<file path="src/sv/handle_priority_queue_macros.svh">
// assertion helpers for the handle priority queue
`ifndef HANDLE_PRIORITY_QUEUE_MACROS_SVH
`define HANDLE_PRIORITY_QUEUE_MACROS_SVH

// condition implies consequence in the same cycle
`define HPQ_ASSERT_NOW(label, clk, rst_n, cond, cons, msg) \
  label: assert property (@(posedge clk) disable iff (!rst_n) (cond) |-> (cons)) \
    else $error(msg);

// condition implies consequence in the next cycle
`define HPQ_ASSERT_NEXT(label, clk, rst_n, cond, cons, msg) \
  label: assert property (@(posedge clk) disable iff (!rst_n) (cond) |=> (cons)) \
    else $error(msg);

`endif

</file>
<file path="src/sv/hpq_pkg.sv">
package hpq_pkg;

  // field widths fixed by the port list
  localparam int HANDLE_W   = 4;
  localparam int CMD_W      = 2;
  localparam int STATUS_W   = 2;
  localparam int PRIO_PORT_W = 32;
  localparam int COUNT_W    = 5;

  // parameter defaults
  localparam int NODES_DEF     = 16;
  localparam int PRIO_BITS_DEF = 32;

  // command codes
  localparam logic [CMD_W-1:0] CMD_INSERT = 2'd0;
  localparam logic [CMD_W-1:0] CMD_POP    = 2'd1;
  localparam logic [CMD_W-1:0] CMD_REMOVE = 2'd2;

  // status codes
  localparam logic [STATUS_W-1:0] ST_OK         = 2'd0;
  localparam logic [STATUS_W-1:0] ST_EMPTY      = 2'd1;
  localparam logic [STATUS_W-1:0] ST_DUPLICATE  = 2'd2;
  localparam logic [STATUS_W-1:0] ST_NOT_QUEUED = 2'd3;

  // control broadcast to every cell
  typedef struct packed {
    logic                ins;
    logic                shl;
    logic                pop;
    logic [HANDLE_W-1:0] id;
  } hpq_ctrl_t;

endpackage

</file>
<file path="src/sv/hpq_cell.sv">
module hpq_cell import hpq_pkg::*; #(
  parameter int PW = PRIO_PORT_W
) (
  input  logic                clk,
  input  logic                rst_n,
  input  hpq_ctrl_t           ctrl,
  input  logic [PW-1:0]       new_prio,
  input  logic                left_valid,
  input  logic [HANDLE_W-1:0] left_handle,
  input  logic [PW-1:0]       left_prio,
  input  logic                right_valid,
  input  logic [HANDLE_W-1:0] right_handle,
  input  logic [PW-1:0]       right_prio,
  input  logic                ge_prev,
  input  logic                hit_prev,
  output logic                valid,
  output logic [HANDLE_W-1:0] handle,
  output logic [PW-1:0]       prio,
  output logic                ge,
  output logic                hit
);

  logic                valid_r, valid_nxt;
  logic [HANDLE_W-1:0] handle_r, handle_nxt;
  logic [PW-1:0]       prio_r, prio_nxt;
  logic                take_new, take_left, take_right;

  // this cell ranks ahead of the new entry
  assign ge  = valid_r && (prio_r >= new_prio);
  // removal point lies at or before this cell
  assign hit = hit_prev || (valid_r && (handle_r == ctrl.id));

  assign take_new   = ctrl.ins && !ge && ge_prev;
  assign take_left  = ctrl.ins && !ge && !ge_prev;
  assign take_right = ctrl.shl && hit;

  // next cell contents
  always_comb begin
    valid_nxt  = valid_r;
    handle_nxt = handle_r;
    prio_nxt   = prio_r;
    if (take_new) begin
      valid_nxt  = 1'b1;
      handle_nxt = ctrl.id;
      prio_nxt   = new_prio;
    end else if (take_left) begin
      valid_nxt  = left_valid;
      handle_nxt = left_handle;
      prio_nxt   = left_prio;
    end else if (take_right) begin
      valid_nxt  = right_valid;
      handle_nxt = right_handle;
      prio_nxt   = right_prio;
    end
  end

  // occupancy flag
  always_ff @(posedge clk) begin
    if (!rst_n) begin
      valid_r <= 1'b0;
    end else begin
      valid_r <= valid_nxt;
    end
  end

  // entry payload
  always_ff @(posedge clk) begin
    handle_r <= handle_nxt;
    prio_r   <= prio_nxt;
  end

  assign valid  = valid_r;
  assign handle = handle_r;
  assign prio   = prio_r;

endmodule

</file>
<file path="src/sv/handle_priority_queue.sv">
// Priority queue of node handles kept as a sorted row of cells, highest first.
// Command channel: a transaction is taken when start is high and busy is low;
// in_command selects insert, pop or remove, with in_node_id and
// in_priority_req as operands. busy stays low, so a command may be issued
// in every cycle.
// Result channel: out_valid is high for exactly one cycle, the cycle after the
// command, carrying out_status, out_popped_id, out_popped_priority and
// out_entry_count. Throughput is one command per cycle:
// every cell compares against the new priority and the matching handle at
// once, and the whole row shifts by one place together.
// Equal priorities leave in arrival order. Inserting a handle already queued
// and removing a handle not queued are refused and flagged in out_status.
// The receiver cannot stall: a result not taken in its cycle is gone.
// Reset (rst_n low, synchronous) empties every cell and clears the map of
// queued handles; the block is ready as soon as reset is released.
module handle_priority_queue import hpq_pkg::*; #(
  parameter int NODES     = NODES_DEF,
  parameter int PRIO_BITS = PRIO_BITS_DEF
) (
  input  logic                   clk,
  input  logic                   rst_n,
  input  logic                   start,
  output logic                   busy,
  input  logic [CMD_W-1:0]       in_command,
  input  logic [HANDLE_W-1:0]    in_node_id,
  input  logic [PRIO_PORT_W-1:0] in_priority_req,
  output logic                   out_valid,
  output logic [STATUS_W-1:0]    out_status,
  output logic [HANDLE_W-1:0]    out_popped_id,
  output logic [PRIO_PORT_W-1:0] out_popped_priority,
  output logic [COUNT_W-1:0]     out_entry_count
);

  localparam int PW = (PRIO_BITS < PRIO_PORT_W) ? PRIO_BITS : PRIO_PORT_W;
  localparam int IW = (NODES > 1) ? $clog2(NODES) : 1;
  localparam int CW = $clog2(NODES + 1);

  logic                accept;
  hpq_ctrl_t           ctrl;
  logic [PW-1:0]       new_prio;
  logic                id_in_range;
  logic [IW-1:0]       id_idx;
  logic [IW-1:0]       head_idx;

  logic                cell_v   [NODES];
  logic [HANDLE_W-1:0] cell_h   [NODES];
  logic [PW-1:0]       cell_p   [NODES];
  logic                cell_ge  [NODES];
  logic                cell_hit [NODES];
  logic [NODES-1:0]    valid_vec;

  logic [NODES-1:0]    queued_r, queued_nxt;
  logic [CW-1:0]       count_r, count_nxt;

  logic                out_valid_r;
  logic [STATUS_W-1:0] status_r, status_nxt;
  logic [HANDLE_W-1:0] pid_r, pid_nxt;
  logic [PW-1:0]       pprio_r, pprio_nxt;
  logic [COUNT_W-1:0]  ecount_r;

  assign busy     = 1'b0;
  assign accept   = start && !busy;
  assign new_prio = in_priority_req[PW-1:0];

  assign id_in_range = (32'(in_node_id) < NODES);
  assign id_idx      = IW'(in_node_id);
  assign head_idx    = IW'(cell_h[0]);

  // command decode and queue bookkeeping
  always_comb begin
    ctrl       = '0;
    ctrl.id    = in_node_id;
    queued_nxt = queued_r;
    count_nxt  = count_r;
    status_nxt = ST_OK;
    pid_nxt    = '0;
    pprio_nxt  = '0;
    if (accept) begin
      case (in_command)
        CMD_INSERT: begin
          if (!id_in_range || queued_r[id_idx] || (32'(count_r) >= NODES)) begin
            status_nxt = ST_DUPLICATE;
          end else begin
            ctrl.ins           = 1'b1;
            queued_nxt[id_idx] = 1'b1;
            count_nxt          = count_r + CW'(1);
          end
        end
        CMD_POP: begin
          if (count_r == '0) begin
            status_nxt = ST_EMPTY;
          end else begin
            ctrl.shl  = 1'b1;
            ctrl.pop  = 1'b1;
            pid_nxt   = cell_h[0];
            pprio_nxt = cell_p[0];
            if (32'(cell_h[0]) < NODES) begin
              queued_nxt[head_idx] = 1'b0;
            end
            count_nxt = count_r - CW'(1);
          end
        end
        CMD_REMOVE: begin
          if (!id_in_range || !queued_r[id_idx]) begin
            status_nxt = ST_NOT_QUEUED;
          end else begin
            ctrl.shl           = 1'b1;
            queued_nxt[id_idx] = 1'b0;
            count_nxt          = count_r - CW'(1);
          end
        end
        default: begin
          status_nxt = ST_OK;
        end
      endcase
    end
  end

  // row of sorted cells, cell 0 holds the head
  for (genvar i = 0; i < NODES; i++) begin : g_cell
    logic                l_v, r_v, ge_in, hit_in;
    logic [HANDLE_W-1:0] l_h, r_h;
    logic [PW-1:0]       l_p, r_p;

    if (i == 0) begin : g_first
      assign l_v    = 1'b0;
      assign l_h    = '0;
      assign l_p    = '0;
      assign ge_in  = 1'b1;
      assign hit_in = ctrl.pop;
    end else begin : g_mid
      assign l_v    = cell_v[i-1];
      assign l_h    = cell_h[i-1];
      assign l_p    = cell_p[i-1];
      assign ge_in  = cell_ge[i-1];
      assign hit_in = cell_hit[i-1];
    end

    if (i == NODES - 1) begin : g_last
      assign r_v = 1'b0;
      assign r_h = '0;
      assign r_p = '0;
    end else begin : g_inner
      assign r_v = cell_v[i+1];
      assign r_h = cell_h[i+1];
      assign r_p = cell_p[i+1];
    end

    hpq_cell #(.PW(PW)) u_cell (
      .clk          (clk),
      .rst_n        (rst_n),
      .ctrl         (ctrl),
      .new_prio     (new_prio),
      .left_valid   (l_v),
      .left_handle  (l_h),
      .left_prio    (l_p),
      .right_valid  (r_v),
      .right_handle (r_h),
      .right_prio   (r_p),
      .ge_prev      (ge_in),
      .hit_prev     (hit_in),
      .valid        (cell_v[i]),
      .handle       (cell_h[i]),
      .prio         (cell_p[i]),
      .ge           (cell_ge[i]),
      .hit          (cell_hit[i])
    );

    assign valid_vec[i] = cell_v[i];
  end

  // queue state
  always_ff @(posedge clk) begin
    if (!rst_n) begin
      queued_r    <= '0;
      count_r     <= '0;
      out_valid_r <= 1'b0;
    end else begin
      queued_r    <= queued_nxt;
      count_r     <= count_nxt;
      out_valid_r <= accept;
    end
  end

  // result register
  always_ff @(posedge clk) begin
    status_r <= status_nxt;
    pid_r    <= pid_nxt;
    pprio_r  <= pprio_nxt;
    ecount_r <= COUNT_W'(count_nxt);
  end

  assign out_valid           = out_valid_r;
  assign out_status          = status_r;
  assign out_popped_id       = pid_r;
  assign out_popped_priority = PRIO_PORT_W'(pprio_r);
  assign out_entry_count     = ecount_r;

  `include "handle_priority_queue_macros.svh"

  `HPQ_ASSERT_NOW(a_count_match, clk, rst_n, 1'b1, 32'(count_r) == $countones(valid_vec), "entry count differs from occupied cells")
  `HPQ_ASSERT_NOW(a_count_bound, clk, rst_n, 1'b1, 32'(count_r) <= NODES, "entry count beyond capacity")
  `HPQ_ASSERT_NOW(a_head_ranked, clk, rst_n, cell_v[NODES-1], cell_v[0], "cells not packed toward the head")
  `HPQ_ASSERT_NEXT(a_result_strobe, clk, rst_n, accept, out_valid, "command gave no result strobe")
  `HPQ_ASSERT_NOW(a_empty_count, clk, rst_n, out_valid && (out_status == ST_EMPTY), out_entry_count == '0, "empty status with entries left")

endmodule

</file>
<file path="config.mk">
export PLATFORM = sky130hd
export DESIGN_NAME = handle_priority_queue
export DESIGN_NICKNAME = d
export VERILOG_FILES = /design/src/sv/hpq_pkg.sv /design/src/sv/hpq_cell.sv /design/src/sv/handle_priority_queue.sv
export VERILOG_INCLUDE_DIRS = /design/src /design/src/sv
export SDC_FILE = /design/constraint.sdc
export NUM_CORES = 2
export LEC_CHECK = 0
export ABC_AREA = 1
export BUFFER_PORTS_ARGS = -buffer_cell sky130_fd_sc_hd__buf_2
export CORE_MARGIN = 3
export CORE_UTILIZATION = 40
export CTS_CLUSTER_SIZE = 24
export DETAILED_ROUTE_END_ITERATION = 16
export PLACE_DENSITY = 0.6
export SYNTH_ARGS = -nofsm -noshare
export SYNTH_HDL_FRONTEND = slang
export SYNTH_HIERARCHICAL = 1
export SYNTH_SLANG_ARGS = --single-unit
</file>
<file path="constraint.sdc">
create_clock -name clk -period 21 [get_ports clk]
set_clock_uncertainty 0.2 [all_clocks]
set_input_delay 1.05 -clock clk [delete_from_list [all_inputs] [get_ports clk]]
set_output_delay 1.05 -clock clk [all_outputs]
set_load 0.02 [all_outputs]
</file>
# After elaboration in Yosys (flattened, before gate mapping)
# Index checks and enable logic that the tools add are counted.
[classes] add_sub_neg=2 n_lt_le_gt_ge=21 n_eq_ne=21 muxes=167 bitwise_logic=7 reduce_logical=150
[op_table] operator="$mux W32" count=47
[op_table] operator="$ge A32 B32 Y1" count=16
[op_table] operator="$mux W4" count=47
[op_table] operator="$logic_and A1 B1 Y1" count=96
[op_table] operator="$eq A4 B4 Y1" count=16
[op_table] operator="$mux W1" count=55
[op_table] operator="$mux W16" count=3
[op_table] operator="$pmux W16 S3" count=1
[op_table] operator="$reduce_bool A3 Y1" count=16
[op_table] operator="$and A16 B16 Y16" count=2
[op_table] operator="$not A16 Y16" count=2
[op_table] operator="$mux W5" count=4
[op_table] operator="$logic_or A1 B1 Y1" count=17
[op_table] operator="$logic_not A1 Y1" count=16
[op_table] operator="$or A16 B16 Y16" count=1
[op_table] operator="$pmux W5 S3" count=1
[op_table] operator="$lt A4 B5 Y1 const B" count=2
[op_table] operator="$demux W1 S4" count=2
[op_table] operator="$ge A4 B1 Y1 const B" count=2
[op_table] operator="$mux W2" count=3
[op_table] operator="$ne A2 B2 Y1 const B" count=3
[op_table] operator="$pmux W2 S3" count=1
[op_table] operator="$add A5 B1 Y5 const B" count=1
[op_table] operator="$ge A5 B5 Y1 const B" count=1
[op_table] operator="12 further kinds" count=13
[totals] register_bits=657 inputBits=41 out_inout_bits=45 elab_cells=423

# Depth between registers and ports, before layout
[logic_depth] depth_word=26 mapped_depth=26 depth_no_buf=26

# Modules after synthesis
# The synthesis kept the hierarchy.
[by_module_without_submodules] mod="hpq_cell" n_inst=16 cells_per_inst=357 area_each_um2=2793.9 seq_area_each_um2=1101.1
[by_module_without_submodules] mod="handle_priority_queue" n_inst=1 cells_per_inst=465 area_each_um2=3270.6 seq_area_each_um2=1301.2

# Least setup slack after synthesis
# Ideal clock, no wire load.
[synth_timing] path_type="input to register" from="input in_node_id[0]" to="register g_cell[0].u_cell.handle_r[0] (enable)" setup_ns=0.377 arrival_ns=6.852 required_time_ns=20.423 slack_ns=13.570 cell_stages=13 path_buffers=2 path_cell_list="buf_6 -> nand2_1 -> nand2_1 -> nand2_1 -> nand2_1 -> nand2_2 -> nand2_4 -> nor2_8 -> nand3_1 -> nor2_1 -> nand2_4 -> buf_6 -> nand2_2"
[synth_lines] element="start: declaration" line_no="handle_priority_queue.sv:25" source="input logic [HANDLE_W-1:0] in_node_id,"
[synth_lines] element="end signal: assignment" line_no="hpq_cell.sv:68" source="handle_r <= handle_nxt;"
[synth_lines] element="end: declaration" line_no="hpq_cell.sv:24" source="logic [HANDLE_W-1:0] handle_r, handle_nxt;"

==> run_results.csv <==
group,metric,value,unit
placed_design,gp_congestion,0.861,
cts,cts_setup_buffers,0,
global_routing,grt_usage,19.1,%
floorplan,core,119000,sq um
sta,rsz0062_at_grt,"false",
floorplan,io_pins,86,
pwr,ir_worst_vdd,0.0000579,V
cts,cts_buffers,80,
sta,finalCriticalPeriod,6.25,ns
synthesis,syn_area_per_cell,7.77,sq um
cts,cts_tree,"done",
cts,cts_resized,0,
job,maxCapViolCount,0,
floorplan,start_util,40.5,%
worst_setup_path,path_buf_inv,2,
synthesis,synth_cells,6176,
floorplan,row_count,126,
worst_setup_path,worst_path_max_delay_cell,"nand2_2",
finish,diodes,0,
routing,vias_per_cell,4.94,
routing,drcViolationCount,0,
routing,final_antenna_net_count,0,
floorplan,dieArea,124000,sq um
finish,area_delta_synth_final,8.55,%
pwr,p_int,2.44,mW
sta,setup_viol,0,
cts,cts.sinks,657,
synthesis,yosysWarnings,6,
sta,drv_slew,0,
cts,cts_buffer_depth,3,
worst_setup_path,slowest_delay,0.55,ns
cts,clk_pin_slew_worst_paths,0.05,ns
pwr,p_sw,0.914,mW
pwr,pwr-share-seq,45.5,%
global_routing,antenna_found_initial,0,
global_routing,grt_pass1_vias,37697,
finish,instances_no_fill,7929,
cts,h-tree-depth,3,
worst_setup_path,crit_top_cell,"a41o_1",
cts,clock_latency,0.65,ns
sta,timing.fmax,0.160,GHz
routing,via_count,39176,
min_path,hold_path_class,"reg2reg",
sta,fin_crit_sh,29.8,%
floorplan,die_h,352,um
pwr,power_frac_clock,40.9,%
placed_design,placement.io_buffers,84,
sta,worst_pin_slew,0.994,ns
floorplan,die_x,352,um
routing,wirelength,121000,um
placed_design,dp.cells,7784,
routing,wl_per_cell,15.3,um
worst_setup_path,cp_cell_sequence,"buf_2 -> buf_4 -> xor2_1 -> nor2_1 -> a41o_1 -> a41o_1 -> a41o_1 -> a41o_1 -> a41o_1 -> a41o_1 -> a41o_1 -> a41o_1 -> a41o_1 -> a41o_1 -> a41o_1 -> a41o_1 -> a41o_1 -> a41o_1 -> a41o_1 -> a41o_1 -> nand2_1 -> nand2_2",
finish,nets,6826,
worst_setup_path,cp_top_family,"compound AO/OA/AOI/OAI gates",
pwr,leakagePower,25.5,nW
placed_design,dpl.hpwl,93500,um
cts,cts-root-buf,"clkbuf_16",
finish,fillCellCount,11911,
global_routing,grt_max_degree,46,
routing,drtIter0Drc,2892,
pwr,powerDensity,64.4,nW/um^2
sta,finalHoldViolations,0,
global_routing,grt_pass1_wl,198000,um
worst_setup_path,cp.required,20.96,ns
pwr,p_comb_share,13.7,%
synthesis,synth_area,48000,sq um
worst_setup_path,crit_arrival,6.21,ns
routing,drt_pass1_iterations,5,
worst_setup_path,end_kind,"flop",
sta,final.setup.tns,0,ns
run_status,status,"finished clean",
finish,drive_above_1_share,6.04,%
pwr,p_sw_share,27.2,%
worst_setup_path,cp_max_fo,37,
cts,cts.hold.buffers_added,0,
worst_setup_path,cp-start-kind,"primary input",
worst_setup_path,critPathKind,"in2reg",
sta,relSlewSlack,33.6,%
global_routing,overflow,0,
## final timing paths
check	startpoint	to	slack (ns)	cells past startpoint
min	queued_r[15]	queued_r[15]	0.30	2
max reg2reg	count_r[0]	g_cell[15].u_cell/prio[12]	15.05	23
min reg2reg	queued_r[15]	queued_r[15]	0.30	2
max	in_node_id[3]	g_cell[15].u_cell/prio[12]	14.75	22
## stage by stage
step	utilization, %	cell area (sq um)	setup slack, ns	hold slack, ns	power (mW)
after global placement	41.8	49500	14.12	0.284	1.99
after detailed placement	41.8	49500	14.07	0.289	2.01
after floorplan	-	48300	13.57	0.262	1.87
final	43.9	52100	14.75	0.299	3.36
after global routing	43.9	52100	14.47	0.320	3.52
after CTS	43.9	52100	14.77	0.299	3.40
## power by group through the flow
stage	clock network, mW	registers (mW)	logic, mW
after floorplan	0	1.54	0.332
after global placement	0	1.55	0.441
after detailed placement	0	1.55	0.458
after CTS	1.41	1.53	0.460
after global routing	1.46	1.53	0.531
final	1.37	1.53	0.459
## worst min-delay path: cells and delay by family (launching register included)
kind | cells | cell delay [ns]
AND/OR/NAND/NOR | 1 | 0.08
AO/OA/AOI/OAI | 1 | 0.04
flip-flops | 1 | 0.33
## state kept, by name, summed over array words and instances (netlist names)
register              flops
g_cell.u_cell/prio      512
g_cell.u_cell/handle     64
out_popped_priority      32
g_cell.u_cell/valid      16
queued_r                 16
count_r                   5
out_entry_count           5
out_popped_id             4
out_status                2
out_valid                 1
## cells in the final DEF (no fill, tap or decap), drive strengths merged
cell type,count
edfxtp,576
nand4,67
xor2,36
inv,796
ha,519
bufinv,5
nand2,2553
xnor2,33
a41o,16
nor2,230
nand3b,17
buf,111
nor3,20
dfxtp,81
clkinvlp,2
conb,77
o21ai,132
or2,16
o21a,32
o2111ai,13
o211ai,3
clkinv,30
nand3,580
clkbuf,108
a21oi,276
## cell type report
cell class	instances	area, sq um	share of cell area (%)
tap	1600	2000	3.84
sequential	657	18900	36.3
clock buffer	108	2230	4.29
timing repair buffer	111	623	1.20
inverter	796	2990	5.74
multi-input combinational	4620	25000	48.0
clock inverter	37	314	0.603
## layer usage
layer	global-route usage, %	share of wire (%)
met1	26.5	48
met5	0	0
met2	31.8	45
met4	4.94	2.2
met3	2.00	4.6
Note: power is estimated with default switching activity, not from simulation.
